`src/rtl/tws_pkg.sv`:
```
// shared constants, types and helper functions for the tachometer with digit scan
`default_nettype none

package tws_pkg;

    localparam int COUNT_BITS = 12;
    localparam int NUM_DIGITS = 4;
    localparam int RATE_W     = 20;
    localparam int SCALE_W    = 8;
    localparam int TICK_W     = 16;
    localparam int CFG_ADDR_W = 2;
    localparam int CFG_DATA_W = 16;
    localparam int IDX_W      = (NUM_DIGITS > 1) ? $clog2(NUM_DIGITS) : 1;
    localparam int PROD_W     = COUNT_BITS + SCALE_W;
    localparam int CMP_W      = (PROD_W > RATE_W) ? PROD_W : RATE_W;

    // register indexes of the configuration port
    localparam logic [CFG_ADDR_W-1:0] REG_WINDOW = CFG_ADDR_W'(0);
    localparam logic [CFG_ADDR_W-1:0] REG_SCALE  = CFG_ADDR_W'(1);
    localparam logic [CFG_ADDR_W-1:0] REG_DWELL  = CFG_ADDR_W'(2);

    localparam logic [TICK_W-1:0]     WINDOW_RESET = TICK_W'(1000);
    localparam logic [TICK_W-1:0]     DWELL_RESET  = TICK_W'(50);
    localparam logic [SCALE_W-1:0]    SCALE_RESET  = SCALE_W'(60);
    localparam logic [RATE_W-1:0]     RATE_RESET   = RATE_W'(1234);
    localparam logic [RATE_W-1:0]     RATE_MAX     = {RATE_W{1'b1}};
    localparam logic [COUNT_BITS-1:0] COUNT_MAX    = {COUNT_BITS{1'b1}};

    // x / 10 == (x * 838861) >> 23, exact for any 20 bit x
    localparam logic [RATE_W-1:0] DIV10_MUL   = RATE_W'(838861);
    localparam int                DIV10_SHIFT = 23;

    typedef logic [NUM_DIGITS-1:0][3:0] digits_t;

    typedef struct packed {
        logic                  we;
        logic [CFG_ADDR_W-1:0] addr;
        logic [CFG_DATA_W-1:0] data;
    } cfg_wr_t;

    // one item after the counter stage
    typedef struct packed {
        logic                  close;
        logic [COUNT_BITS-1:0] count;
        logic                  wrap;
        logic [IDX_W-1:0]      idx;
    } cnt_item_t;

    // one item in the rate and digit stages
    typedef struct packed {
        logic [RATE_W-1:0] rate;
        logic [RATE_W-1:0] quot;
        logic              wrap;
        logic [IDX_W-1:0]  idx;
        digits_t           digits;
    } item_t;

    function automatic logic [RATE_W-1:0] div10_f(input logic [RATE_W-1:0] v);
        logic [2*RATE_W-1:0] p;
        p = (2*RATE_W)'(v) * (2*RATE_W)'(DIV10_MUL);
        return RATE_W'(p >> DIV10_SHIFT);
    endfunction

    function automatic logic [3:0] rem10_f(input logic [RATE_W-1:0] v,
                                           input logic [RATE_W-1:0] q);
        logic [RATE_W-1:0] r;
        r = v - (q << 3) - (q << 1);
        return r[3:0];
    endfunction

    function automatic digits_t reset_digits_f();
        digits_t           d;
        logic [RATE_W-1:0] v;
        logic [RATE_W-1:0] q;
        v = RATE_RESET;
        for (int k = 0; k < NUM_DIGITS; k++)
        begin
            q    = div10_f(v);
            d[k] = rem10_f(v, q);
            v    = q;
        end
        return d;
    endfunction

    localparam digits_t RESET_DIGITS = reset_digits_f();

    // scan index as the 2 bit output field
    function automatic logic [1:0] idx_field_f(input logic [IDX_W-1:0] i);
        logic [IDX_W+1:0] w;
        w = (IDX_W+2)'(i);
        return w[1:0];
    endfunction

endpackage

`default_nettype wire

```
`src/rtl/tws_rate.sv`:
```
// window rate: pulse count times scale, saturated, held between windows
`default_nettype none

module tws_rate
(
    input  wire logic               clk,
    input  wire logic               rst_n,
    input  wire tws_pkg::cfg_wr_t   cfg,
    input  wire logic               adv,
    input  wire tws_pkg::cnt_item_t in_item,
    input  wire logic               in_valid,
    output tws_pkg::item_t          out_item,
    output logic                    out_valid
);
    import tws_pkg::*;

    logic [SCALE_W-1:0] scale_reg;
    logic [RATE_W-1:0]  rate_reg;
    logic [RATE_W-1:0]  rate_next;
    item_t              item_reg;
    item_t              item_next;
    logic               valid_reg;

    logic [PROD_W-1:0]  prod;
    logic [CMP_W-1:0]   prod_cmp;

    always_comb
    begin
        prod     = PROD_W'(in_item.count) * PROD_W'(scale_reg);
        prod_cmp = CMP_W'(prod);
        rate_next = rate_reg;
        if (in_item.close)
        begin
            rate_next = (prod_cmp > CMP_W'(RATE_MAX)) ? RATE_MAX : prod_cmp[RATE_W-1:0];
        end
        item_next.rate   = rate_next;
        item_next.quot   = rate_next;
        item_next.wrap   = in_item.wrap;
        item_next.idx    = in_item.idx;
        item_next.digits = '0;
    end

    always_ff @(posedge clk or negedge rst_n)
    begin
        if (!rst_n)
        begin
            scale_reg <= SCALE_RESET;
            rate_reg  <= RATE_RESET;
            valid_reg <= 1'b0;
        end
        else
        begin
            if (cfg.we && cfg.addr == REG_SCALE)
            begin
                scale_reg <= cfg.data[SCALE_W-1:0];
            end
            if (adv)
            begin
                valid_reg <= in_valid;
                if (in_valid)
                begin
                    rate_reg <= rate_next;
                end
            end
        end
    end

    always_ff @(posedge clk)
    begin
        if (adv && in_valid)
        begin
            item_reg <= item_next;
        end
    end

    assign out_item  = item_reg;
    assign out_valid = valid_reg;

endmodule

`default_nettype wire

```
`config.mk`:
```
export PLATFORM = sky130hd
export DESIGN_NAME = tws_rate
export DESIGN_NICKNAME = d
export VERILOG_FILES = /design/src/rtl/tws_pkg.sv /design/src/rtl/tws_rate.sv
export SDC_FILE = /design/constraint.sdc
export NUM_CORES = 1
export LEC_CHECK = 0
export BUFFER_PORTS_ARGS = -buffer_cell sky130_fd_sc_hd__buf_2
export CORE_MARGIN = 5
export CORE_UTILIZATION = 60
export DETAILED_ROUTE_END_ITERATION = 7
export PLACE_DENSITY_LB_ADDON = 0.25
export SLEW_MARGIN = 15
export SYNTH_ARGS = -nofsm -noshare
export SYNTH_HDL_FRONTEND = slang
export SYNTH_SLANG_ARGS = --single-unit
```
`constraint.sdc`:
```
create_clock -name clk -period 7.6 [get_ports clk]
set_input_delay 1.52 -clock clk [delete_from_list [all_inputs] [get_ports clk]]
set_output_delay 1.52 -clock clk [all_outputs]
set_load 0.1 [all_outputs]
```
Yosys cells after proc, flatten, opt, wreduce, memory -nomap -nowiden
Index checks and enable logic that the tools add are counted.

Magnitude comparators: 1. Equality and inequality tests: 1. Multipliers: 1. Reductions and logical operators: 3. Mux-type cells: 2.

Operators with widths (number): $mux W20 (2); $gt A20 B20 Y1 const B (1); $mul A12 B8 Y20 (1); $eq A2 B1 Y1 const B (1); $logic_and A1 B1 Y1 (2); $reduce_and A2 Y1 (1).

Flip-flop bits (word level): 52. Input port bits: 39.

Depth between registers and ports, before layout
Gate-level depths: netlist (run 1).

Depth in word-level cells: 4. Mapped depth: 17. Depth with buffers taken out: 15.

Worst setup path after synthesis (run 1)
OpenSTA, ideal clock, no wires.

Path type: input port to flip-flop. Start point: in in_item[9] in the netlist's numbering. End point: reg item_reg, in the netlist out_item[37], data pin. Path slack: 2156 ps. Arrival: 5275 ps. Stages: 16. Data required time: 7431 ps. Setup time: 169 ps. Buffers on the path: 1. Cell sequence: and2_1 fa_1 inv_1 fa_1 inv_1 fa_1 inv_1 fa_1 inv_1 ha_1 clkbuf_2 a21oi_1 o21a_2 a21oi_1 o31a_1 o31ai_1.

Cells in the longest elaborated chain, start to end: 4.

Ends and longest elaborated chain: from (decl) (RTL line tws_rate.sv:10) `input wire tws_pkg::cnt_item_t in_item,`; $mul A12 B8 Y20 (*) (RTL line tws_rate.sv:29) `prod = PROD_W'(in_item.count) * PROD_W'(scale_reg);`; $gt A20 B20 Y1 (RTL line tws_rate.sv:34) `rate_next = (prod_cmp > CMP_W'(RATE_MAX)) ? RATE_MAX : prod_cmp[RATE_W-1:0];`; $mux W20 (*) (RTL line tws_rate.sv:34); $mux W20 (*) (RTL line tws_rate.sv:32) `if (in_item.close)`; named net rate_next[18] (RTL line tws_rate.sv:19) `logic [RATE_W-1:0] rate_next;`; to (signal assigned) (RTL line tws_rate.sv:72) `item_reg <= item_next;`; to (decl) (RTL line tws_rate.sv:20) `item_t item_reg;`.

The timed path passes the listed nets; every way through them passes the cells marked *. A chain may end at the register's enable or synchronous reset.

Worst setup path after layout (run 1)
Ends and elaborated chain as after synthesis.

==> reports/results.ini, run 1 <==
[final_layout]
fin_nets = 752
final_cell_mix = inv_1 (85), and2_1 (80), buf_2 (74)
area_delta_synth_final_pct = 5.90
multi_input_area_um2 = 3710
final_common_cell = inv_1
largest_reg_flops = 23
regArea_um2 = 1430
antenna_cells = 0
fin_area_um2 = 6080
drive_above_1_share = 0.235
fill_cells = 792

[sta]
setup_viol = 0
rsz0062_at_grt = no
skew_ns = 0.0172
finalCritPeriodShare = 0.735
tns_ns = 0
min_period_ns = 5.59
relSlewSlack = 0.281
setup_ws_ns = 2.01
worst_pin_slew_ns = 1.08
slew_viol_final = 0
fmax_mhz = 179
finalHoldViolCount = 0

[clock_tree]
path_clk_slew_ns = 0.10
cts_hold_buffers = 0
cts_root_buf = clkbuf_8
cts_tree = done
post_cts_buffers = 0
clock_sinks = 52
post_cts_resized = 0
clockBufferDepth = 2
htreeDepth = 2
clock_latency_ns = 0.33
numCtsBuffers = 5

[grt]
track_usage = 0.222
overflow = 0
grt_max_degree = 30
antenna_found_initial = 0
first_global_vias = 4442
grt_pass1_wl_um = 20600

[synth]
synthCells = 571
async_reset_ff_frac = 0.558
synth_seq_cells = 52
synth-warning-count = 0
synthesis.area_um2 = 5750
synth_edf_count = 23
yosysSeqAreaShare = 0.248
synth_cell_types = 60
synth_area_per_cell_um2 = 10.1
synth_flop_cell = edfxtp_1

[route]
wl_met3_um = 694
wl_met1_um = 4570
ant_nets = 0
drc = 0
drt_iter0_markers = 160
route.top_layer_used = met4
wl_met2_um = 6420
drt-total-wl_um = 12000
wl_per_cell_um = 16.1
dr.pass1.iters = 4
vias = 4154
viasPerCell = 5.59

[setup_path]
path_max_fanout = 9
cp_slowest_cell = fa_1
cp_slowest_stage_delay_ns = 0.54
critPathRequiredTime_ns = 7.66
arrival_ns = 5.64
r2r-start = scale_reg[5]
critical_path.cell_chain = buf_2 > and2_1 > fa_1 > inv_1 > fa_1 > inv_1 > fa_1 > inv_1 > fa_1 > inv_1 > ha_1 > a21oi_1 > o21a_2 > a21oi_1 > nor4_1 > o31ai_1
critPathLaunch = in_item[9]
start_kind = input pin
crit_path_end_kind = flip-flop
crit_type = in2reg

[place]
port_buffers = 74
routabilityCongestion = 0.906
placed_area_um2 = 5990
dpl.hpwl_um = 9420
place_ws_ns = 1.68

[worst_hold_path]
hp-class = reg2reg
hp-start = rate_reg[18]

[die]
rows = 35
coreArea_um2 = 9280
die_y_um = 108
start_util = 0.619
die_w_um = 108
dieArea_um2 = 11600
io_pins = 99

[run_status]
outcome = complete, no violations

[run]
max-cap-violations = 0

==> final timing paths <==
check                                     to  slack [ns]  cells after the start
worst max register to register  out_item[32]        2.76                     14
max in group asynchronous       scale_reg[7]        5.87                      1
worst max-delay path            out_item[37]        2.01                     16
worst min-delay path            rate_reg[18]        0.49                      2
min in group asynchronous       rate_reg[17]        1.25                      1
worst min register to register  rate_reg[18]        0.49                      2
==> kinds of logic after synthesis <==
| family | after synthesis | synth area share |
|---|---|---|
| AOI/OAI and AO/OA | 72 | 0.100 |
| xor gates and xnor gates | 8 | 0.0122 |
| adders and majority gates | 100 | 0.296 |
| buffers and inverters | 139 | 0.116 |
| DFF | 52 | 0.248 |
| muxes | 31 | 0.0618 |
| other | 1 | 0.000653 |
| and+or+nand+nor | 168 | 0.164 |
==> synth_stat cells, types with 4 or more instances <==
cell type | number | area share
inv_1 | 85 | 0.056
and2_1 | 80 | 0.087
fa_1 | 60 | 0.21
ha_1 | 40 | 0.087
nand2_1 | 40 | 0.026
buf_4 | 36 | 0.047
mux2_2 | 28 | 0.055
edfxtp_1 | 23 | 0.12
dfrtp_1 | 20 | 0.087
a21oi_1 | 13 | 0.011
clkbuf_1 | 11 | 0.0072
dfstp_2 | 9 | 0.041
nor2_1 | 9 | 0.0059
nand3_1 | 8 | 0.0070
a21o_1 | 6 | 0.0078
and3_1 | 6 | 0.0065
buf_2 | 6 | 0.0052
nand4_1 | 6 | 0.0065
o31ai_1 | 5 | 0.0065
xnor2_1 | 5 | 0.0076
a211o_1 | 4 | 0.0061
a31oi_1 | 4 | 0.0044
o2111ai_1 | 4 | 0.0061
o21ai_0 | 4 | 0.0035
==> worst max-delay path: cells and delay by family <==
family | cells | cell delay, ns
AO/OA/AOI/OAI | 4 | 0.72
adder cells (fa/ha/maj) | 5 | 2.53
buffers and inverters | 5 | 0.37
AND/OR/NAND/NOR | 2 | 0.49
==> per-layer routing <==
| layer | up-vias | track usage |
|---|---|---|
| met5 | - | 0 |
| met4 | 0 | 0.0730 |
| li1 | 1914 | - |
| met3 | 31 | 0.0348 |
| met2 | 128 | 0.410 |
| met1 | 2081 | 0.260 |
==> cell type report <==
cell class,instances,area share
Clock inverter,3,0.00473
Timing Repair Buffer,74,0.0609
Clock buffer,5,0.0113
Tap cell,129,0.0265
Sequential cell,52,0.235
Multi-Input combinational cell,395,0.610
Inverter,85,0.0524
==> per-stage QoR <==
step	utilization	hold WS (ns)	instances
3_5_place_dp	0.645	0.466	735
5_1_grt	0.655	0.516	743
6_report	0.655	0.488	743
4_1_cts	0.655	0.491	743
3_3_place_gp	0.645	0.463	735
2_1_floorplan	-	0.448	586
Power of run 1 is left out: the tool's default activity adds up to more than one toggle a clock period on the data nets, which glitch-free logic cannot reach.
==> inputs of run 2 (changes only) <==
CORE_UTILIZATION = 53   (was 60)
clock period = 5 ns   (was 7.6 ns; I/O delays follow)
==> run 2 against run 1 <==
Net effect:
- non-clock buffer count rose by 45
- die area rose by 12%
- global-route usage fell by 3.1 points
- first-iteration DRC count fell by 4.4%
- largest cell class unchanged
==> reports/results.ini, run 2 (synthesized netlist as in run 1, its figures left out) <==
[setup_path]
reg2reg_setup_slack_ns = 0.29
ff2ff_path_depth = 15
crit_path_end_kind = flip-flop
critPathCapture = out_item[35]
critPathRequiredTime_ns = 5.19
crit_type = in2reg
r2r-start = scale_reg[4]
path_max_fanout = 6
r2r_end = rate_reg[18]
arrival_ns = 5.05
start_kind = input pin
critPathLaunch = in_item[5]

[final_layout]
fill_cells = 929
drive_above_1_share = 0.299
final_common_cell = inv_1
final_cell_mix = inv_1 (85), and2_1 (80), buf_2 (74)
fin_nets = 797
area_delta_synth_final_pct = 13.0
largest_reg_flops = 23
antenna_cells = 0

[sta]
relSlewSlack = 0.290
min_period_ns = 4.87
setup_viol = 0
worst_pin_slew_ns = 1.06
fmax_mhz = 206
slew_viol_final = 0
finalCritPeriodShare = 0.973
skew_ns = 0.0202
setup_ws_ns = 0.134
finalHoldViolCount = 0

[clock_tree]
clock_sinks = 52
cts_tree = done
clock_latency_ns = 0.32
numCtsBuffers = 5
cts_root_buf = clkbuf_8
path_clk_slew_ns = 0.10
clockBufferDepth = 2
cts_hold_buffers = 0
htreeDepth = 2

[die]
coreArea_um2 = 10700
io_pins = 99
die_y_um = 114
rows = 38
dieArea_um2 = 13000
die_w_um = 114
start_util = 0.535

[route]
vias = 4198
drt_iter0_markers = 153
drc = 0
drt-total-wl_um = 11700
wl_per_cell_um = 14.7
viasPerCell = 5.25
dr.pass1.iters = 4
ant_nets = 0

[run]
max-cap-violations = 0

[grt]
grt_max_degree = 30
track_usage = 0.190
overflow = 0
antenna_found_initial = 0
grt_pass1_wl_um = 20100
first_global_vias = 4493

[place]
dpl.hpwl_um = 9620
place_ws_ns = -0.261
routabilityCongestion = 0.899
port_buffers = 74

[run_status]
outcome = complete, no violations

[worst_hold_path]
hp-class = reg2reg

-- run 2: cell type report --
type                            instances  area, um^2  share of cell area
Multi-Input combinational cell        395        3760               0.580
Sequential cell                        52        1430               0.220
Timing Repair Buffer                  119         708               0.109
Inverter                               85         319              0.0492
Tap cell                              140         175              0.0270
Clock buffer                            5        68.8              0.0106
Clock inverter                          3        26.3             0.00405
-- run 2: how the worst min path moves through the flow --
stage / startpoint / to / slack (ns) / cells after the start
global placement: rate_reg[18] / rate_reg[18] / 0.46 / 2
floorplan: rate_reg[18] / rate_reg[18] / 0.45 / 2
detailed placement: rate_reg[12] / rate_reg[12] / 0.47 / 2
global route: rate_reg[18] / rate_reg[18] / 0.52 / 2
CTS: rate_reg[12] / rate_reg[12] / 0.49 / 2
finish: rate_reg[18] / rate_reg[18] / 0.49 / 2
-- run 2: through the flow --
| stage | hold slack [ns] | area, um^2 | utilization | cells | setup TNS [ns] |
|---|---|---|---|---|---|
| 2_1_floorplan | 0.448 | 5800 | - | 586 | 0 |
| 3_3_place_gp | 0.462 | 6320 | 0.588 | 789 | -2.08 |
| 3_5_place_dp | 0.473 | 6320 | 0.588 | 789 | -2.77 |
| 4_1_cts | 0.495 | 6420 | 0.597 | 797 | 0 |
| 5_1_grt | 0.522 | 6490 | 0.604 | 799 | -0.0328 |
| 6_report | 0.491 | 6490 | 0.604 | 799 | 0 |
-- run 2: critical path, stage by stage --
cell       delay, ns
buf_2           0.13
and2_1          0.18
fa_1            0.50
fa_1            0.53
fa_1            0.55
inv_1           0.05
fa_1            0.52
inv_1           0.04
ha_1            0.38
nand2_2         0.13
o21ai_1         0.31
o21ai_1         0.16
a2111oi_1       0.39
a211o_1         0.17
-- run 2: timing repair --
item	CTS	global route
buffers inserted	0	2
gates resized for setup	0	10
setup endpoints to repair	0	7
-- run 2: per-layer routing --
| metal | track usage | wire length [um] | vias to the layer above |
|---|---|---|---|
| met3 | 0.0222 | 483 | 17 |
| li1 | - | - | 1994 |
| met1 | 0.235 | 4760 | 2100 |
| met5 | 0 | 0 | - |
| met4 | 0.0546 | 211 | 0 |
| met2 | 0.350 | 6280 | 87 |
Power of run 2 is left out for the same reason.
==> inputs of run 3 (changes only) <==
BUFFER_PORTS_ARGS = unset   (was -buffer_cell sky130_fd_sc_hd__buf_2)
CORE_UTILIZATION = 60   (was 53)
CTS_BUF_LIST = sky130_fd_sc_hd__clkbuf_4 sky130_fd_sc_hd__clkbuf_8 sky130_fd_sc_hd__clkbuf_16   (was unset)
DONT_BUFFER_PORTS = 1   (was unset)
==> run 3 against run 2 <==
Net effect:
- hold slack lost 0.12 ns
- non-clock buffer count fell by 83
- fmax increased by 2.0%
- highest routed layer unchanged
==> reports/results.ini, run 3 (synthesized netlist as in run 1, its figures left out) <==
[run_status]
outcome = complete, no violations

[final_layout]
final_common_cell = inv_1
fin_area_um2 = 6380
fin_nets = 714
fill_cells = 722
antenna_cells = 0
drive_above_1_share = 0.184
stdcell_count = 705
area_delta_synth_final_pct = 11.0
final_cell_mix = inv_1 (85), and2_1 (80), fa_1 (60)
largest_reg_flops = 23

[place]
dp_cells = 697
placed_area_um2 = 6290
port_buffers = 0
dpl.hpwl_um = 9540
routabilityCongestion = 0.875

[setup_path]
critPathRequiredTime_ns = 5.18
path_common_cell = fa_1
arrival_ns = 4.95
crit_path_end_kind = flip-flop
critical_path.cell_chain = and2_1 > fa_1 > fa_1 > fa_1 > inv_1 > fa_1 > inv_1 > ha_1 > a21oi_1 > o21ai_1 > o211ai_1 > buf_4 > nand4_1 > nand3_1
cp_slowest_stage_delay_ns = 0.55
cp_slowest_cell = fa_1
start_kind = input pin
path_max_fanout = 8
crit_type = in2reg

[worst_hold_path]
hp-class = in2async

[route]
wl_per_cell_um = 16.8
dr.pass1.iters = 4
drt-total-wl_um = 11900
drc = 0
viasPerCell = 5.69
ant_nets = 0
vias = 4011
drt_iter0_markers = 169

[sta]
setup_viol = 0
finalCritPeriodShare = 0.954
skew_ns = 0.0121
min_period_ns = 4.77
relSlewSlack = 0.279
rsz0062_at_grt = no
slew_viol_final = 0
finalHoldViolCount = 0
fmax_mhz = 210
worst_pin_slew_ns = 1.08

[grt]
antenna_found_initial = 0
overflow = 0
grt_max_degree = 30
grt_pass1_wl_um = 20300
track_usage = 0.216
first_global_vias = 4268

[clock_tree]
cts_hold_buffers = 0
post_cts_resized = 0
post_cts_buffers = 0
clock_sinks = 52
path_clk_slew_ns = 0.11
numCtsBuffers = 5
cts_root_buf = clkbuf_8
clockBufferDepth = 2
htreeDepth = 2
clock_latency_ns = 0.31
cts_tree = done

[die]
rows = 35
start_util = 0.619
die_w_um = 108
io_pins = 99
dieArea_um2 = 11600
die_y_um = 108
coreArea_um2 = 9280

[run]
max-cap-violations = 0

run 3: cell count changes in the layout (fill, tap and decap cells not counted), moves of 2 or more:
cell,previous run,this run
buf_16,0,20
a21oi_1,11,13
buf_2,74,0
o2111ai_2,2,0
buf_4,45,16
o2111ai_1,2,4
run 3: worst paths after layout:
path	from	to	slack (ns)	cells past startpoint
min	rst_n	scale_reg[1]	0.37	0
min reg2reg	rate_reg[12]	rate_reg[12]	0.50	2
max	in_item[6]	out_item[34]	0.23	14
max reg2reg	scale_reg[5]	out_item[34]	0.27	14
min in group clk	rate_reg[12]	rate_reg[12]	0.50	2
max in group asynchronous	rst_n	scale_reg[2]	4.44	0
run 3: cell type report:
class,count,area [um^2],area share
flip-flops and latches,52,1430,0.224
clock buffers,5,68.8,0.0108
multi-input cells,395,3710,0.582
repair buffers,36,671,0.105
inverters,85,319,0.0500
well taps,129,161,0.0253
clock inverters,3,21.3,0.00334
run 3: through the flow:
stage	setup TNS, ns	utilization	hold WS, ns	worst slack (ns)
after floorplan	0	-	0.448	0.0756
after global placement	-0.0131	0.677	0.461	-0.0131
after detailed placement	-0.318	0.677	0.472	-0.0676
after CTS	0	0.687	0.360	0.234
after global routing	0	0.687	0.350	0.0155
final	0	0.687	0.370	0.228
run 3: critical path, delay by kind of cell:
| family | cells | cell delay [ns] |
|---|---|---|
| buf+inv | 3 | 0.29 |
| fa+ha+maj | 5 | 2.50 |
| compound gates | 3 | 0.79 |
| simple gates | 3 | 0.36 |
run 3: metal layers:
metal  vias up  GRT usage  share of wire  wire (um)
li1       1832          -              -          -
met1      2057      0.264           0.40       4700
met2       100      0.398           0.54       6410
met3        22     0.0378          0.047        558
met4         0     0.0478          0.017        207
met5         -          0              0          0
Power of run 3 is left out for the same reason.
