<file path="config.mk">
export PLATFORM = sky130hd
export DESIGN_NAME = tws_gate_scan
export DESIGN_NICKNAME = d
export VERILOG_FILES = /design/src/rtl/tws_pkg.sv /design/src/rtl/tws_gate_scan.sv
export SDC_FILE = /design/constraint.sdc
export NUM_CORES = 1
export LEC_CHECK = 0
export ABC_AREA = 1
export BUFFER_PORTS_ARGS = -buffer_cell sky130_fd_sc_hd__buf_2
export CAP_MARGIN = 10
export CORE_ASPECT_RATIO = 0.9
export CORE_UTILIZATION = 55
export CTS_CLUSTER_SIZE = 10
export DETAILED_ROUTE_END_ITERATION = 8
export PLACE_DENSITY = 0.77
export SLEW_MARGIN = 20
export SYNTH_ARGS = -nofsm -noshare
export SYNTH_HDL_FRONTEND = slang
export SYNTH_SLANG_ARGS = --single-unit
</file>
<file path="constraint.sdc">
create_clock -name clk -period 2.35 [get_ports clk]
set_input_delay 0.235 -clock clk [delete_from_list [all_inputs] [get_ports clk]]
set_output_delay 0.235 -clock clk [all_outputs]
set_load 0.01 [all_outputs]
</file>
<file path="src/rtl/tws_pkg.sv">
// shared constants, types and helper functions for the tachometer with digit scan
`default_nettype none

package tws_pkg;

    localparam int COUNT_BITS = 12;
    localparam int NUM_DIGITS = 4;
    localparam int RATE_W     = 20;
    localparam int SCALE_W    = 8;
    localparam int TICK_W     = 16;
    localparam int CFG_ADDR_W = 2;
    localparam int CFG_DATA_W = 16;
    localparam int IDX_W      = (NUM_DIGITS > 1) ? $clog2(NUM_DIGITS) : 1;
    localparam int PROD_W     = COUNT_BITS + SCALE_W;
    localparam int CMP_W      = (PROD_W > RATE_W) ? PROD_W : RATE_W;

    // register indexes of the configuration port
    localparam logic [CFG_ADDR_W-1:0] REG_WINDOW = CFG_ADDR_W'(0);
    localparam logic [CFG_ADDR_W-1:0] REG_SCALE  = CFG_ADDR_W'(1);
    localparam logic [CFG_ADDR_W-1:0] REG_DWELL  = CFG_ADDR_W'(2);

    localparam logic [TICK_W-1:0]     WINDOW_RESET = TICK_W'(1000);
    localparam logic [TICK_W-1:0]     DWELL_RESET  = TICK_W'(50);
    localparam logic [SCALE_W-1:0]    SCALE_RESET  = SCALE_W'(60);
    localparam logic [RATE_W-1:0]     RATE_RESET   = RATE_W'(1234);
    localparam logic [RATE_W-1:0]     RATE_MAX     = {RATE_W{1'b1}};
    localparam logic [COUNT_BITS-1:0] COUNT_MAX    = {COUNT_BITS{1'b1}};

    // x / 10 == (x * 838861) >> 23, exact for any 20 bit x
    localparam logic [RATE_W-1:0] DIV10_MUL   = RATE_W'(838861);
    localparam int                DIV10_SHIFT = 23;

    typedef logic [NUM_DIGITS-1:0][3:0] digits_t;

    typedef struct packed {
        logic                  we;
        logic [CFG_ADDR_W-1:0] addr;
        logic [CFG_DATA_W-1:0] data;
    } cfg_wr_t;

    // one item after the counter stage
    typedef struct packed {
        logic                  close;
        logic [COUNT_BITS-1:0] count;
        logic                  wrap;
        logic [IDX_W-1:0]      idx;
    } cnt_item_t;

    // one item in the rate and digit stages
    typedef struct packed {
        logic [RATE_W-1:0] rate;
        logic [RATE_W-1:0] quot;
        logic              wrap;
        logic [IDX_W-1:0]  idx;
        digits_t           digits;
    } item_t;

    function automatic logic [RATE_W-1:0] div10_f(input logic [RATE_W-1:0] v);
        logic [2*RATE_W-1:0] p;
        p = (2*RATE_W)'(v) * (2*RATE_W)'(DIV10_MUL);
        return RATE_W'(p >> DIV10_SHIFT);
    endfunction

    function automatic logic [3:0] rem10_f(input logic [RATE_W-1:0] v,
                                           input logic [RATE_W-1:0] q);
        logic [RATE_W-1:0] r;
        r = v - (q << 3) - (q << 1);
        return r[3:0];
    endfunction

    function automatic digits_t reset_digits_f();
        digits_t           d;
        logic [RATE_W-1:0] v;
        logic [RATE_W-1:0] q;
        v = RATE_RESET;
        for (int k = 0; k < NUM_DIGITS; k++)
        begin
            q    = div10_f(v);
            d[k] = rem10_f(v, q);
            v    = q;
        end
        return d;
    endfunction

    localparam digits_t RESET_DIGITS = reset_digits_f();

    // scan index as the 2 bit output field
    function automatic logic [1:0] idx_field_f(input logic [IDX_W-1:0] i);
        logic [IDX_W+1:0] w;
        w = (IDX_W+2)'(i);
        return w[1:0];
    endfunction

endpackage

`default_nettype wire

</file>
<file path="src/rtl/tws_gate_scan.sv">
// pulse, gate and scan counters: first pipeline stage of the tachometer
`default_nettype none

module tws_gate_scan
(
    input  wire logic               clk,
    input  wire logic               rst_n,
    input  wire tws_pkg::cfg_wr_t   cfg,
    input  wire logic               adv,
    input  wire logic               accept,
    input  wire logic               pulse,
    input  wire logic               gate_tick,
    input  wire logic               scan_tick,
    output tws_pkg::cnt_item_t      item,
    output logic                    item_valid
);
    import tws_pkg::*;

    logic [TICK_W-1:0]     window_reg;
    logic [TICK_W-1:0]     dwell_reg;
    logic [COUNT_BITS-1:0] pulse_count_reg;
    logic [COUNT_BITS-1:0] pulse_count_next;
    logic [TICK_W-1:0]     gate_count_reg;
    logic [TICK_W-1:0]     gate_count_next;
    logic [TICK_W-1:0]     dwell_count_reg;
    logic [TICK_W-1:0]     dwell_count_next;
    logic [IDX_W-1:0]      scan_index_reg;
    logic [IDX_W-1:0]      scan_index_next;
    cnt_item_t             item_reg;
    cnt_item_t             item_next;
    logic                  item_valid_reg;

    logic [COUNT_BITS-1:0] pulse_inc;
    logic [TICK_W:0]       gate_inc;
    logic [TICK_W:0]       dwell_inc;
    logic [IDX_W:0]        index_inc;
    logic                  close;
    logic                  step;
    logic                  wrap;

    always_comb
    begin
        pulse_inc = (pulse && pulse_count_reg != COUNT_MAX) ?
                    pulse_count_reg + COUNT_BITS'(1) : pulse_count_reg;
        gate_inc  = (TICK_W+1)'(gate_count_reg) + (TICK_W+1)'(1);
        dwell_inc = (TICK_W+1)'(dwell_count_reg) + (TICK_W+1)'(1);
        index_inc = (IDX_W+1)'(scan_index_reg) + (IDX_W+1)'(1);

        // zero in a tick register acts as one
        close = gate_tick && (gate_inc >= (TICK_W+1)'(window_reg));
        step  = scan_tick && (dwell_inc >= (TICK_W+1)'(dwell_reg));
        wrap  = step && (index_inc >= (IDX_W+1)'(NUM_DIGITS));

        pulse_count_next = close ? '0 : pulse_inc;
        gate_count_next  = gate_count_reg;
        if (gate_tick)
        begin
            gate_count_next = close ? '0 : gate_inc[TICK_W-1:0];
        end
        dwell_count_next = dwell_count_reg;
        if (scan_tick)
        begin
            dwell_count_next = step ? '0 : dwell_inc[TICK_W-1:0];
        end
        scan_index_next = scan_index_reg;
        if (step)
        begin
            scan_index_next = wrap ? '0 : index_inc[IDX_W-1:0];
        end

        item_next.close = close;
        item_next.count = pulse_inc;
        item_next.wrap  = wrap;
        item_next.idx   = scan_index_next;
    end

    always_ff @(posedge clk or negedge rst_n)
    begin
        if (!rst_n)
        begin
            window_reg      <= WINDOW_RESET;
            dwell_reg       <= DWELL_RESET;
            pulse_count_reg <= '0;
            gate_count_reg  <= '0;
            dwell_count_reg <= '0;
            scan_index_reg  <= '0;
            item_valid_reg  <= 1'b0;
        end
        else
        begin
            if (cfg.we && cfg.addr == REG_WINDOW)
            begin
                window_reg <= cfg.data[TICK_W-1:0];
            end
            if (cfg.we && cfg.addr == REG_DWELL)
            begin
                dwell_reg <= cfg.data[TICK_W-1:0];
            end
            if (accept)
            begin
                pulse_count_reg <= pulse_count_next;
                gate_count_reg  <= gate_count_next;
                dwell_count_reg <= dwell_count_next;
                scan_index_reg  <= scan_index_next;
            end
            if (adv)
            begin
                item_valid_reg <= accept;
            end
        end
    end

    always_ff @(posedge clk)
    begin
        if (accept)
        begin
            item_reg <= item_next;
        end
    end

    assign item       = item_reg;
    assign item_valid = item_valid_reg;

endmodule

`default_nettype wire

</file>
==> Word level (Yosys, flattened, before mapping) <==
Cells that the tools add are included.
{ "op_classes": {"addsub": 4, "magnitude_cmp": 3, "n_eq_ne": 2, "muxes": 6, "n_reduce_logical": 9} }
{ "op_table": {"columns": ["op", "n"], "rows": [
  ["adder 16 x 1 -> 17 bit, second input constant", 2],
  ["greater-or-equal comparator 17 x 16 -> 1 bit", 2],
  ["two-way mux 16 bit", 2],
  ["two-way mux 12 bit", 2],
  ["adder 12 x 1 -> 12 bit, second input constant", 1],
  ["inequality test 12 bit, second input constant", 1],
  ["logical AND 1 bit", 6],
  ["two-way mux 2 bit", 2],
  ["AND reduction 2 bit", 2],
  ["adder 2 x 1 -> 3 bit, second input constant", 1],
  ["greater-or-equal comparator 3 bit, second input constant", 1],
  ["== test 2 bit, second input constant", 1],
  ["logical NOT 2 bit", 1]
]} }
{ "word_totals": {"register_bits": 95, "input_bits": 26, "out_inout_bits": 17, "elab_cells": 35} }

==> Longest topological paths before layout <==
Gate-level depths: netlist (run 1).
{ "depth": {"ltp_word": 6, "mapped_depth": 22, "depth_no_buf": 20} }

==> Worst setup path after synthesis (run 1) <==
Ideal clock, no wire load.
{ "synth_timing": {"path_type": "reg-to-reg", "from": "register dwell_count_reg[0]", "to": "register item_reg, in the netlist item[0], data pin", "setup_time_ps": 255, "t_arrival_ps": 2374, "t_required_ps": 2095, "slack_ps": -278, "stages_incl_launch_ff": 19, "path_buffers": 0, "period_less_slack_ps": 2628, "cell_sequence": "dfrtp_1 -> ha_1 -> nand2_1 -> nor2_2 -> nand4_1 -> xor2_1 -> inv_1 -> ha_1 -> nand2_1 -> inv_1 -> nand2_1 -> nand2_1 -> nand2_1 -> nand2_1 -> nor2_1 -> nand3_1 -> nand2_1 -> nand2_1 -> and2_1"} }
{ "synth_via": {"elab_chain_len": 6} }
{ "synth_lines": {"columns": ["element", "line_no", "text"], "rows": [
  ["start: declaration", "tws_gate_scan.sv:25", "logic [TICK_W-1:0] dwell_count_reg;"],
  ["start signal: assignment", "tws_gate_scan.sv:103", "dwell_count_reg <= dwell_count_next;"],
  ["adder 16 x 1 -> 17 bit *", "tws_gate_scan.sv:46", "dwell_inc = (TICK_W+1)'(dwell_count_reg) + (TICK_W+1)'(1);"],
  ["greater-or-equal comparator 17 x 16 -> 1 bit *", "tws_gate_scan.sv:51", "step = scan_tick && (dwell_inc >= (TICK_W+1)'(dwell_reg));"],
  ["logical AND 1 bit *", "tws_gate_scan.sv:51", null],
  ["logical AND 1 bit", "tws_gate_scan.sv:52", "wrap = step && (index_inc >= (IDX_W+1)'(NUM_DIGITS));"],
  ["two-way mux 2 bit", "tws_gate_scan.sv:68", "scan_index_next = wrap ? '0 : index_inc[IDX_W-1:0];"],
  ["two-way mux 2 bit *", "tws_gate_scan.sv:66", "if (step)"],
  ["net scan_index_next[0]", "tws_gate_scan.sv:28", "logic [IDX_W-1:0] scan_index_next;"],
  ["end signal: assignment", "tws_gate_scan.sv:117", "item_reg <= item_next;"],
  ["end: declaration", "tws_gate_scan.sv:29", "cnt_item_t item_reg;"]
]} }
The timed path passes the listed nets; every way through them passes the cells marked *.
A chain may end at the register's enable or synchronous reset.

==> Final worst setup path (run 1) <==
{ "layout_timing": {"from": "register dwell_count_reg[1]", "to": "register dwell_count_reg[0]"} }
{ "layout_via": {"elab_chain_len": 4} }
{ "layout_lines": {"columns": ["element", "line_no", "text"], "rows": [
  ["adder 16 x 1 -> 17 bit", "tws_gate_scan.sv:46", null],
  ["greater-or-equal comparator 17 x 16 -> 1 bit", "tws_gate_scan.sv:51", null],
  ["logical AND 1 bit", "tws_gate_scan.sv:51", null],
  ["two-way mux 16 bit", "tws_gate_scan.sv:63", "dwell_count_next = step ? '0 : dwell_inc[TICK_W-1:0];"]
]} }
Every way passes these cells.

==> out/summary.txt, run 1 <==
status = finished with violations
failing checks = negative setup slack
DRC = 0
worst slew pin tran = 0.9251 ns
Clock Latency Late Sink = 0.35 ns
First-pass DRT Iterations = 5
most numerous cell on the critical path = nand2_2
IO Port Bufs = 42
GR Overflow Total = 0
Layout area overhead = 28.35%
Syn Inst Count = 692
Setup Crit Path Kind = reg -> reg
FMAX = 350.5 MHz
HPWL after DPL = 9707 um
cts bufs inserted = 9
gpl congestion = 0.9753
synth unique cells = 39
post-layout util = 73.24%
remaining antenna violation count after routing = 0
Crit path arrival time = 3.12 ns
DRT iter0 DRCs = 289
crit-path max cell delay = 0.39 ns
drt wl/cell = 14.99 um
initial antenna violation count = 0
Max-cap violations = 0
commonest register cell after synthesis = dfrtp_1
syn_nets = 754
Die ar. = 10560 um^2
unrepaired setup endpoints after global routing = yes
vias = 4982
Reg clk slew, reported paths = 0.07 ns
row cnt = 34
Lkg Pwr = 3.908 nW
fin crit share = 121.4%
H-tree depth = 3
setup ws final = -0.5031 ns
io pins = 43
leading area contributor after synthesis = dfrtp_1
Clock Sinks = 95
GRT Total Usage = 27.60%
Post-Synthesis Cell Area = 5583 um^2
startpoint types = flop
asr flop ratio synth = 83.16%
Worst Path Required = 2.61 ns
DIE HEIGHT = 97.58 um
synth warn = 0
power per cell area = 766.6 nW/um^2
Max clock buf depth = 2
fillers = 699
vias in the first global route = 4917
CTS tree = yes
CP max stage cell = dfrtp_1
largest net degree at the start of global routing = 47
antenna fix cells = 0
first-pass GRT wire length = 22460 um
Root Buffer = clkbuf_16
CP max FO = 4
share of the synthesized area in the top cell type = 31.38%
crit path cell chain = ha_2 -> nand2_2 -> nor2_4 -> nand4_1 -> xor2_1 -> inv_1 -> ha_4 -> nand2_4 -> inv_2 -> nand2_2 -> nand2_1 -> nand2_1 -> nand2_2 -> nor2_4 -> buf_6 -> nand4_4 -> buf_6 -> mux2i_1
Final setup viols = 50
Via density = 5.261
storage element area = 2469 um^2
Hold Path Class = in -> reg
final hold violations = 0
Peak supply drop = 528.4 uV
area of the multi-input gates = 2865 um^2
Setup Skew = 0.009166 ns
syn avg cell area = 8.068 um^2
Seq/Total Area, Yosys = 44.22%
Crit. End Element = flop
EDFF count, synth = 16
Initial Utilization = 57.06%
die width = 108.2 um
core area = 9784 um^2
Slew HR = 38.17%
Slew Viols, Final = 0
crit path time final = 2.853 ns
PnR Total Power = 0.005493 W
total routed wirelength = 14190 um
layout cells sized above 1 = 29.72%
Layout Nets = 878
Synth area leaders = dfrtp_1, nand2_1, edfxtp_1
#FFs+latches synth = 95
-- cells in the final DEF (no fill, tap or decap), types with 10 or more instances in the layout --
master       n
inv_1      113
buf_4       78
dfrtp_1     70
nand3_1     14
nand3_2     31
nor2_1      26
a21oi_1     11
o21ai_0     36
buf_2       41
nand2_2     14
ha_1        33
clkbuf_16   10
edfxtp_1    16
o21ai_1     13
xor2_1      26
nand2_1    193
-- where the power goes --
part           switching, W  total, W  internal (W)
Clock              0.000643   0.00139      0.000751
Combinational       0.00106   0.00189      0.000825
Sequential         0.000214   0.00221       0.00200
Total               0.00192   0.00549       0.00357
-- worst max-delay path: cells and delay by family, from the launching register on --
| kind | cells | cell delay (ns) |
|---|---|---|
| muxes | 1 | 0.14 |
| and+or+nand+nor | 10 | 1.05 |
| xor gates and xnor gates | 1 | 0.25 |
| adders and majority gates | 2 | 0.48 |
| buffers and inverters | 4 | 0.45 |
| DFF | 1 | 0.39 |
-- final cells by class --
class / instances / area share [%]
multi-input cells: 460 / 39.99
flip-flops and latches: 95 / 34.45
repair buffers: 129 / 13.13
inverters: 121 / 6.373
clock buffers: 12 / 3.440
well taps: 126 / 2.200
clock inverters: 4 / 0.4191
-- per-layer routing --
metal  vias to the layer above  GRT usage (%)  routed length [um]
met2                       189          45.86                6930
met4                         0          9.905                 362
met3                        40          6.103                 899
li1                       2409              -                   -
met1                      2344          35.06                6001
met5                         -              0                   0
-- Yosys cell counts (all sizes together) (2+ instances only) --
cell type	count
nand4	6
buf	6
ha	36
nor2	41
xor2	29
edfxtp	16
nand2	212
dfrtp	70
dfstp	9
nor3	4
and2	2
nand3	48
o22ai	7
inv	121
a21oi	12
o21ai	49
clkbuf	10
xnor2	2
nand3b	5
-- cell families (layout without fill, tap and decap cells) --
family | count (synthesis) | after routing | share of synthesized area, %
adders and majority gates | 36 | 36 | 8.068
DFF | 95 | 95 | 44.22
AOI/OAI and AO/OA | 72 | 72 | 6.836
muxes | 1 | 1 | 0.1793
and+or+nand+nor | 320 | 320 | 26.18
xor gates and xnor gates | 31 | 31 | 4.863
buffers and inverters | 137 | 266 | 9.659
-- worst paths after layout --
kind	startpoint	end	slack, ns	cells after the start
max	dwell_count_reg[1]	dwell_count_reg[0]	-0.50	18
min	adv	item_valid	0.07	2
max reg2reg	dwell_count_reg[1]	dwell_count_reg[0]	-0.50	18
min reg2reg	dwell_reg[13]	dwell_reg[13]	0.49	2
max in group asynchronous	rst_n	dwell_reg[1]	1.28	3
min in group asynchronous	rst_n	dwell_count_reg[9]	0.42	2
-- stage by stage --
step	hold slack (ns)	std cells	TNS [ns]	cell area (um^2)	setup slack, ns
floorplan	-0.06059	692	-1.960	5615	-0.2294
global placement	0.2712	911	-8.496	6419	-0.3405
detailed placement	0.2765	911	-15.32	6419	-0.5098
CTS	0.06679	935	-13.01	6872	-0.3398
global route	0.07035	947	-27.55	7166	-0.6545
finish	0.07193	947	-18.65	7166	-0.5031
-- what timing repair did --
action,in CTS,in global routing
endpoints found under the hold margin,37,0
pin swaps,21,37
setup endpoints to repair,50,50
hold buffers,1,0
resized for setup,30,41
gates cloned,0,1
buffers inserted,7,11
Note: power is estimated with default switching activity, not from simulation.
==> run 2, diff against run 1 <==
--- a/config.mk
+++ b/config.mk
@@ -9,10 +9,10 @@
 export BUFFER_PORTS_ARGS = -buffer_cell sky130_fd_sc_hd__buf_2
 export CAP_MARGIN = 10
 export CORE_ASPECT_RATIO = 0.9
-export CORE_UTILIZATION = 55
+export CORE_UTILIZATION = 45
 export CTS_CLUSTER_SIZE = 10
 export DETAILED_ROUTE_END_ITERATION = 8
-export PLACE_DENSITY = 0.77
+export PLACE_DENSITY = 0.65
 export SLEW_MARGIN = 20
 export SYNTH_ARGS = -nofsm -noshare
 export SYNTH_HDL_FRONTEND = slang
==> run 2 against run 1 <==
Net effect:
- the run still ends with negative setup slack left
- combinational power barely moved
- largest power group unchanged
- first-iteration DRC count is 9.0% higher
- sequential power about the same
- total power barely moved
- core utilization is 12 points lower
- wire length fell by 6.0%
- critical path type unchanged
- final cell count grew 4.1%
- via count decreased by 2.7%
- highest routed layer unchanged
==> out/summary.txt, run 2 (synthesis gave the netlist of run 1 again) <==
final hold violations = 0 (unchanged)
DIE HEIGHT = 107.7 um (was 97.58 um)
Final Instance Area = 7417 um^2 (was 7166 um^2)
Root Buffer = clkbuf_16 (unchanged)
Via density = 4.916 (was 5.261)
CTS tree = yes (unchanged)
vias = 4847 (was 4982)
failing checks = negative setup slack (unchanged)
H-tree depth = 3 (unchanged)
IO Port Bufs = 42 (unchanged)
unrepaired setup endpoints after global routing = yes (unchanged)
Hold Path Class = in -> reg (unchanged)
power per cell area = 740.4 nW/um^2 (was 766.6 nW/um^2)
status = finished with violations (unchanged)
layout cells sized above 1 = 32.69% (was 29.72%)
Setup TNS = -15.54 ns (was -18.65 ns)
beginning of the critical path = dwell_count_reg[0] (was dwell_count_reg[1])
First-pass DRT Iterations = 5 (unchanged)
DRC = 0 (unchanged)
FMAX = 363.6 MHz (was 350.5 MHz)
sw frac = 34.98% (was 34.93%)
PnR Total Power = 0.005492 W (was 0.005493 W)
switching pwr = 0.001921 W (was 0.001919 W)
DRT iter0 DRCs = 315 (was 289)
Slew HR = 40.67% (was 38.17%)
worst slew pin tran = 0.8878 ns (was 0.9251 ns)
commonest non-fill, non-tap cell in the layout = nand2_1 (unchanged)
die width = 119.4 um (was 108.2 um)
Die ar. = 12860 um^2 (was 10560 um^2)
most frequent cells in the layout = nand2_1, inv_1, buf_4 (unchanged)
Max clock buf depth = 2 (unchanged)
R2R depth = 16 (was 18)
first-pass GRT wire length = 22220 um (was 22460 um)
io pins = 43 (unchanged)
remaining antenna violation count after routing = 0 (unchanged)
crit path time final = 2.751 ns (was 2.853 ns)
cts bufs inserted = 9 (unchanged)
Layout Nets = 883 (was 878)
Setup Skew = 0.01097 ns (was 0.009166 ns)
vias in the first global route = 4901 (was 4917)
Reg2Reg Setup Slack = -0.40 ns (was -0.50 ns)
Clock Latency Late Sink = 0.36 ns (was 0.35 ns)
Worst Path Required = 2.62 ns (was 2.61 ns)
initial antenna violation count = 0 (unchanged)
Initial Utilization = 46.23% (was 57.06%)
fin crit share = 117.0% (was 121.4%)
startpoint types = flop (unchanged)
hold path cells = 2 (unchanged)
reg2reg end = dwell_count_reg[0] (unchanged)
total routed wirelength = 13350 um (was 14190 um)
drt wl/cell = 13.54 um (was 14.99 um)
Clock Sinks = 95 (unchanged)
Max-cap violations = 0 (unchanged)
core area = 12080 um^2 (was 9784 um^2)
Slew Viols, Final = 0 (unchanged)
gpl congestion = 0.8839 (was 0.9753)
crit path capture = dwell_count_reg[0] (unchanged)
HPWL after DPL = 9328 um (was 9707 um)
Gate power share = 34.5% (was 34.3%)
GRT Total Usage = 22.03% (was 27.60%)
antenna fix cells = 0 (unchanged)
Reg clk slew, reported paths = 0.07 ns (about the same)
Setup Crit Path Kind = reg -> reg (unchanged)
Crit. End Element = flop (unchanged)
GR Overflow Total = 0 (unchanged)
Cell Area, Placed = 6461 um^2 (was 6419 um^2)
FF-to-FF Start = dwell_count_reg[0] (was dwell_count_reg[1])
Lkg Pwr = 4.044 nW (was 3.908 nW)
Clk network pwr share = 25.4% (about the same)
row cnt = 38 (was 34)
largest net degree at the start of global routing = 44 (was 47)
internal power = 0.003571 W (was 0.003575 W)
Layout area overhead = 32.86% (was 28.35%)
Crit path arrival time = 3.02 ns (was 3.12 ns)
Peak supply drop = 483.4 uV (was 528.4 uV)
sequential cell fraction of total power = 40.1% (was 40.3%)
CP max FO = 4 (unchanged)
Final setup viols = 50 (unchanged)
setup ws final = -0.4006 ns (was -0.5031 ns)
[run 2: cell count changes in the layout (fill, tap and decap cells not counted), sizes merged]
cell	previous run	this run
inv	122	121
clkbuf	13	10
buf	127	132
clkinv	2	6
[run 2: metrics by stage]
step | cells | util (%) | hold WS [ns] | setup slack, ns
6_report | 986 | 61.42 | 0.07620 | -0.4006
5_1_grt | 986 | 61.42 | 0.09126 | -0.6533
4_1_cts | 977 | 58.61 | 0.06632 | -0.3412
3_5_place_dp | 945 | 53.50 | 0.2900 | -0.5064
3_3_place_gp | 945 | 53.50 | 0.2700 | -0.3649
2_1_floorplan | 692 | - | -0.06059 | -0.2294
[run 2: repair_timing]
item / CTS / global route
hold buffers: 1 / 0
endpoints found under the setup margin: 50 / 50
pin swaps: 24 / 30
resized for setup: 51 / 51
hold endpoints to repair: 36 / 0
gates cloned: 0 / 1
setup buffers: 15 / 8
[run 2: layer usage]
| layer | track usage, % | routed length (um) |
|---|---|---|
| met1 | 27.28 | 5953 |
| met2 | 37.75 | 6593 |
| met3 | 5.032 | 571 |
| met4 | 7.857 | 230 |
| met5 | 0 | 0 |
[run 2: worst min path at each step]
stage,to,startpoint
after CTS,item_valid,adv
after floorplan,dwell_count_reg[0],rst_n
final,item_valid,adv
after global placement,item_valid,rst_n
after global routing,item_valid,adv
after detailed placement,scan_index_reg[0],rst_n
[run 2: layout make-up]
cell class	instances	area (um^2)
fill	1043	4659
multi-input combinational	460	3029
sequential	95	2469
timing repair buffer	134	978.4
inverter	121	466.7
clock buffer	9	225.2
tap	160	200.2
clock inverter	7	48.80
[run 2: power by group through the flow]
stage | combinational [W] | clock, W | sequential (W)
floorplan | 0.000943 | 0 | 0.00223
global placement | 0.00149 | 0 | 0.00221
detailed placement | 0.00155 | 0 | 0.00222
CTS | 0.00173 | 0.00142 | 0.00220
global route | 0.00214 | 0.00149 | 0.00224
finish | 0.00190 | 0.00139 | 0.00220
[run 2: worst max-delay path: stages (launching register included)]
cell and delay, ns:
dfrtp_1 0.39, ha_2 0.20, nand2_2 0.07, nor2_4 0.11, nand4_1 0.19, nor2_1 0.16, xor2_1 0.23, ha_1 0.31
nand3_2 0.09, inv_1 0.04, nand2_1 0.06, nand2_2 0.06, nor2_4 0.14, buf_6 0.12, nand4_4 0.13, buf_6 0.20
mux2i_1 0.15
==> run 3, diff against run 2 <==
--- a/config.mk
+++ b/config.mk
@@ -8,11 +8,9 @@
 export ABC_AREA = 1
 export BUFFER_PORTS_ARGS = -buffer_cell sky130_fd_sc_hd__buf_2
 export CAP_MARGIN = 10
-export CORE_ASPECT_RATIO = 0.9
 export CORE_UTILIZATION = 45
 export CTS_CLUSTER_SIZE = 10
 export DETAILED_ROUTE_END_ITERATION = 8
-export PLACE_DENSITY = 0.65
 export SLEW_MARGIN = 20
 export SYNTH_ARGS = -nofsm -noshare
 export SYNTH_HDL_FRONTEND = slang
==> constraint.sdc (replaced) <==
create_clock -name clk -period 3.55 [get_ports clk]
set_input_delay 0.355 -clock clk [delete_from_list [all_inputs] [get_ports clk]]
set_output_delay 0.355 -clock clk [all_outputs]
set_load 0.01 [all_outputs]
==> run 3 against run 2 <==
Net effect:
- the run now ends clean
- sequential power decreased by 33%
- critical path type unchanged
- largest power group unchanged
- cell area decreased by 16%
- total power decreased by 42%
- register-to-register slack improved by 0.87 ns
==> out/summary.txt, run 3 (synthesis gave the netlist of run 1 again) <==
status = complete, no violations (was finished with violations)
FF-to-FF Start = dwell_count_reg[0] (unchanged)
Layout Nets = 793 (was 883)
DIE HEIGHT = 113.4 um (was 107.7 um)
CTS tree = yes (unchanged)
storage element area = 2469 um^2 (unchanged)
CP max FO = 4 (unchanged)
Crit path arrival time = 3.18 ns (was 3.02 ns)
Setup Crit Path Kind = reg -> reg (unchanged)
PnR Total Power = 0.003197 W (was 0.005492 W)
Root Buffer = clkbuf_16 (unchanged)
Clock Latency Late Sink = 0.34 ns (was 0.36 ns)
fin crit share = 86.84% (was 117.0%)
Hold Path Class = in -> async (was in -> reg)
Clk network pwr share = 27.2% (was 25.4%)
die width = 113.4 um (was 119.4 um)
First-pass DRT Iterations = 4 (was 5)
hold_buf cts = 0 (was 1)
core area = 12060 um^2 (was 12080 um^2)
buffer and inverter count on the worst path = 1 (was 3)
first-pass GRT wire length = 19960 um (was 22220 um)
commonest non-fill, non-tap cell in the layout = nand2_1 (unchanged)
total routed wirelength = 11410 um (was 13350 um)
Reg clk slew, reported paths = 0.06 ns (was 0.07 ns)
IO Port Bufs = 42 (unchanged)
unrepaired setup endpoints after global routing = no (was yes)
Gate power share = 26.7% (was 34.5%)
H-tree depth = 3 (unchanged)
Setup TNS = 0 ns (was -15.54 ns)
Slew HR = 42.66% (was 40.67%)
met1 Use GR = 26.57% (was 27.28%)
Clock Sinks = 95 (unchanged)
Initial Utilization = 46.29% (was 46.23%)
Setup Skew = 0.006037 ns (was 0.01097 ns)
Peak supply drop = 244.2 uV (was 483.4 uV)
power per cell area = 515.2 nW/um^2 (was 740.4 nW/um^2)
GR Overflow Total = 0 (unchanged)
Layout area overhead = 11.14% (was 32.86%)
area of the multi-input gates = 2575 um^2 (was 3029 um^2)
Finished Layout Cells = 904 (was 986)
HPWL after DPL = 8496 um (was 9328 um)
Lkg Pwr = 3.406 nW (was 4.044 nW)
Post-CTS Setup Bufs = 0 (was 15)
DRC = 0 (unchanged)
layout cells sized above 1 = 13.04% (was 32.69%)
io pins = 43 (unchanged)
Slew Viols, Final = 0 (unchanged)
Max-cap violations = 0 (unchanged)
Max clock buf depth = 2 (unchanged)
most numerous cell on the critical path = nand2_1
internal power = 0.002150 W (was 0.003571 W)
beginning of the critical path = dwell_count_reg[0] (unchanged)
GRT Total Usage = 19.66% (was 22.03%)
gpl congestion = 0.8106 (was 0.8839)
Final setup viols = 0 (was 50)
DRT iter0 DRCs = 258 (was 315)
GR Util met3 = 2.869% (was 5.032%)
crit path time final = 3.083 ns (was 2.751 ns)
final hold violations = 0 (unchanged)
grt met2 use = 31.82% (was 37.75%)
crit-path max cell delay = 0.41 ns (was 0.39 ns)
Most Crowded Layer GR = met2 (unchanged)
placed insts = 887 (was 945)
drt wl/cell = 12.62 um (was 13.54 um)
most frequent cells in the layout = nand2_1, inv_1, dfrtp_1 (was nand2_1, inv_1, buf_4)
Via density = 4.798 (was 4.916)
CP max stage cell = dfrtp_1 (unchanged)
Worst Hold Margin = 0.03866 ns (was 0.07620 ns)
worst slew pin tran = 0.8581 ns (was 0.8878 ns)
Cell Area, Placed = 5928 um^2 (was 6461 um^2)
CTS resizes = 0 (was 51)
switching pwr = 0.001047 W (was 0.001921 W)
sw frac = 32.76% (was 34.98%)
vias in the first global route = 4293 (was 4901)
Die ar. = 12860 um^2 (about the same)
Worst Path Required = 3.65 ns (was 2.62 ns)
sequential cell fraction of total power = 46.1% (was 40.1%)
fillers = 1159 (was 1043)
largest net degree at the start of global routing = 80 (was 44)
Final Instance Area = 6205 um^2 (was 7417 um^2)
startpoint types = flop (unchanged)
crit path cell chain = ha_1 -> nand2_1 -> nor2_2 -> nand4_1 -> nor2_1 -> xor2_1 -> ha_1 -> nand3_1 -> inv_1 -> nand2_1 -> nand2_1 -> nor2_1 -> nand3_1 -> nand2_1 -> nand2_1 -> and2_1 (was ha_2 -> nand2_2 -> nor2_4 -> nand4_1 -> nor2_1 -> xor2_1 -> ha_1 -> nand3_2 -> inv_1 -> nand2_1 -> nand2_2 -> nor2_4 -> buf_6 -> nand4_4 -> buf_6 -> mux2i_1)
FMAX = 324.4 MHz (was 363.6 MHz)
remaining antenna violation count after routing = 0 (unchanged)
vias = 4337 (was 4847)
antenna fix cells = 0 (unchanged)
Crit. End Element = flop (unchanged)
row cnt = 40 (was 38)
initial antenna violation count = 0 (unchanged)
cts bufs inserted = 9 (unchanged)
delay-heaviest family, CP = simple AND/OR/NAND/NOR gates (unchanged)
## run 3: cell types whose count changed in the layout (fill, tap and decap cells not counted), sizes merged
| cell | previous run | this run |
|---|---|---|
| buf | 132 | 44 |
| clkbuf | 10 | 14 |
| clkinv | 6 | 2 |
| clkinvlp | 1 | 0 |
| dlygate4sd3 | 1 | 0 |
## run 3: layout make-up
type,count,area share [%]
flip-flops and latches,95,39.79
inverters,121,7.320
clock buffers,14,4.094
multi-input cells,460,41.50
well taps,168,3.388
repair buffers,44,3.791
clock inverters,2,0.1210
## run 3: worst paths after layout
check / end / slack (ns) / cells past startpoint
min in group clk: item_valid / 0.20 / 2
min reg2reg: dwell_reg[15] / 0.48 / 2
max reg2reg: item[0] / 0.47 / 16
max in group asynchronous: dwell_count_reg[6] / 2.99 / 1
min: scan_index_reg[0] / 0.04 / 1
max: item[0] / 0.47 / 16
## run 3: power by group through the flow
stage,Clock (W),Combinational [W],Sequential [W]
after floorplan,0,0.000619,0.00147
after global placement,0,0.000829,0.00148
after detailed placement,0,0.000861,0.00149
after CTS,0.000901,0.000866,0.00147
after global routing,0.000943,0.00101,0.00150
final,0.000871,0.000853,0.00147
## run 3: per-stage QoR
stage	setup slack, ns	utilization [%]
finish	0.4672	51.44
global route	0.1646	51.44
CTS	0.4625	51.32
detailed placement	0.4749	49.15
global placement	0.5358	49.15
floorplan	0.9218	-
## run 3: metal layers
| layer | vias to the layer above | part of all wire [%] |
|---|---|---|
| met1 | 2001 | 49 |
| met4 | 0 | 2.0 |
| met3 | 15 | 3.1 |
| met2 | 76 | 46 |
| met5 | - | 0 |
| li1 | 2245 | - |
## run 3: worst reg2reg max path: cells and delay by family, from the launching register on
family	cells	cell delay (ns)
buffers and inverters	1	0.05
XOR/XNOR	1	0.23
adder cells (fa/ha/maj)	2	0.50
flip-flops	1	0.41
AND/OR/NAND/NOR	12	1.65
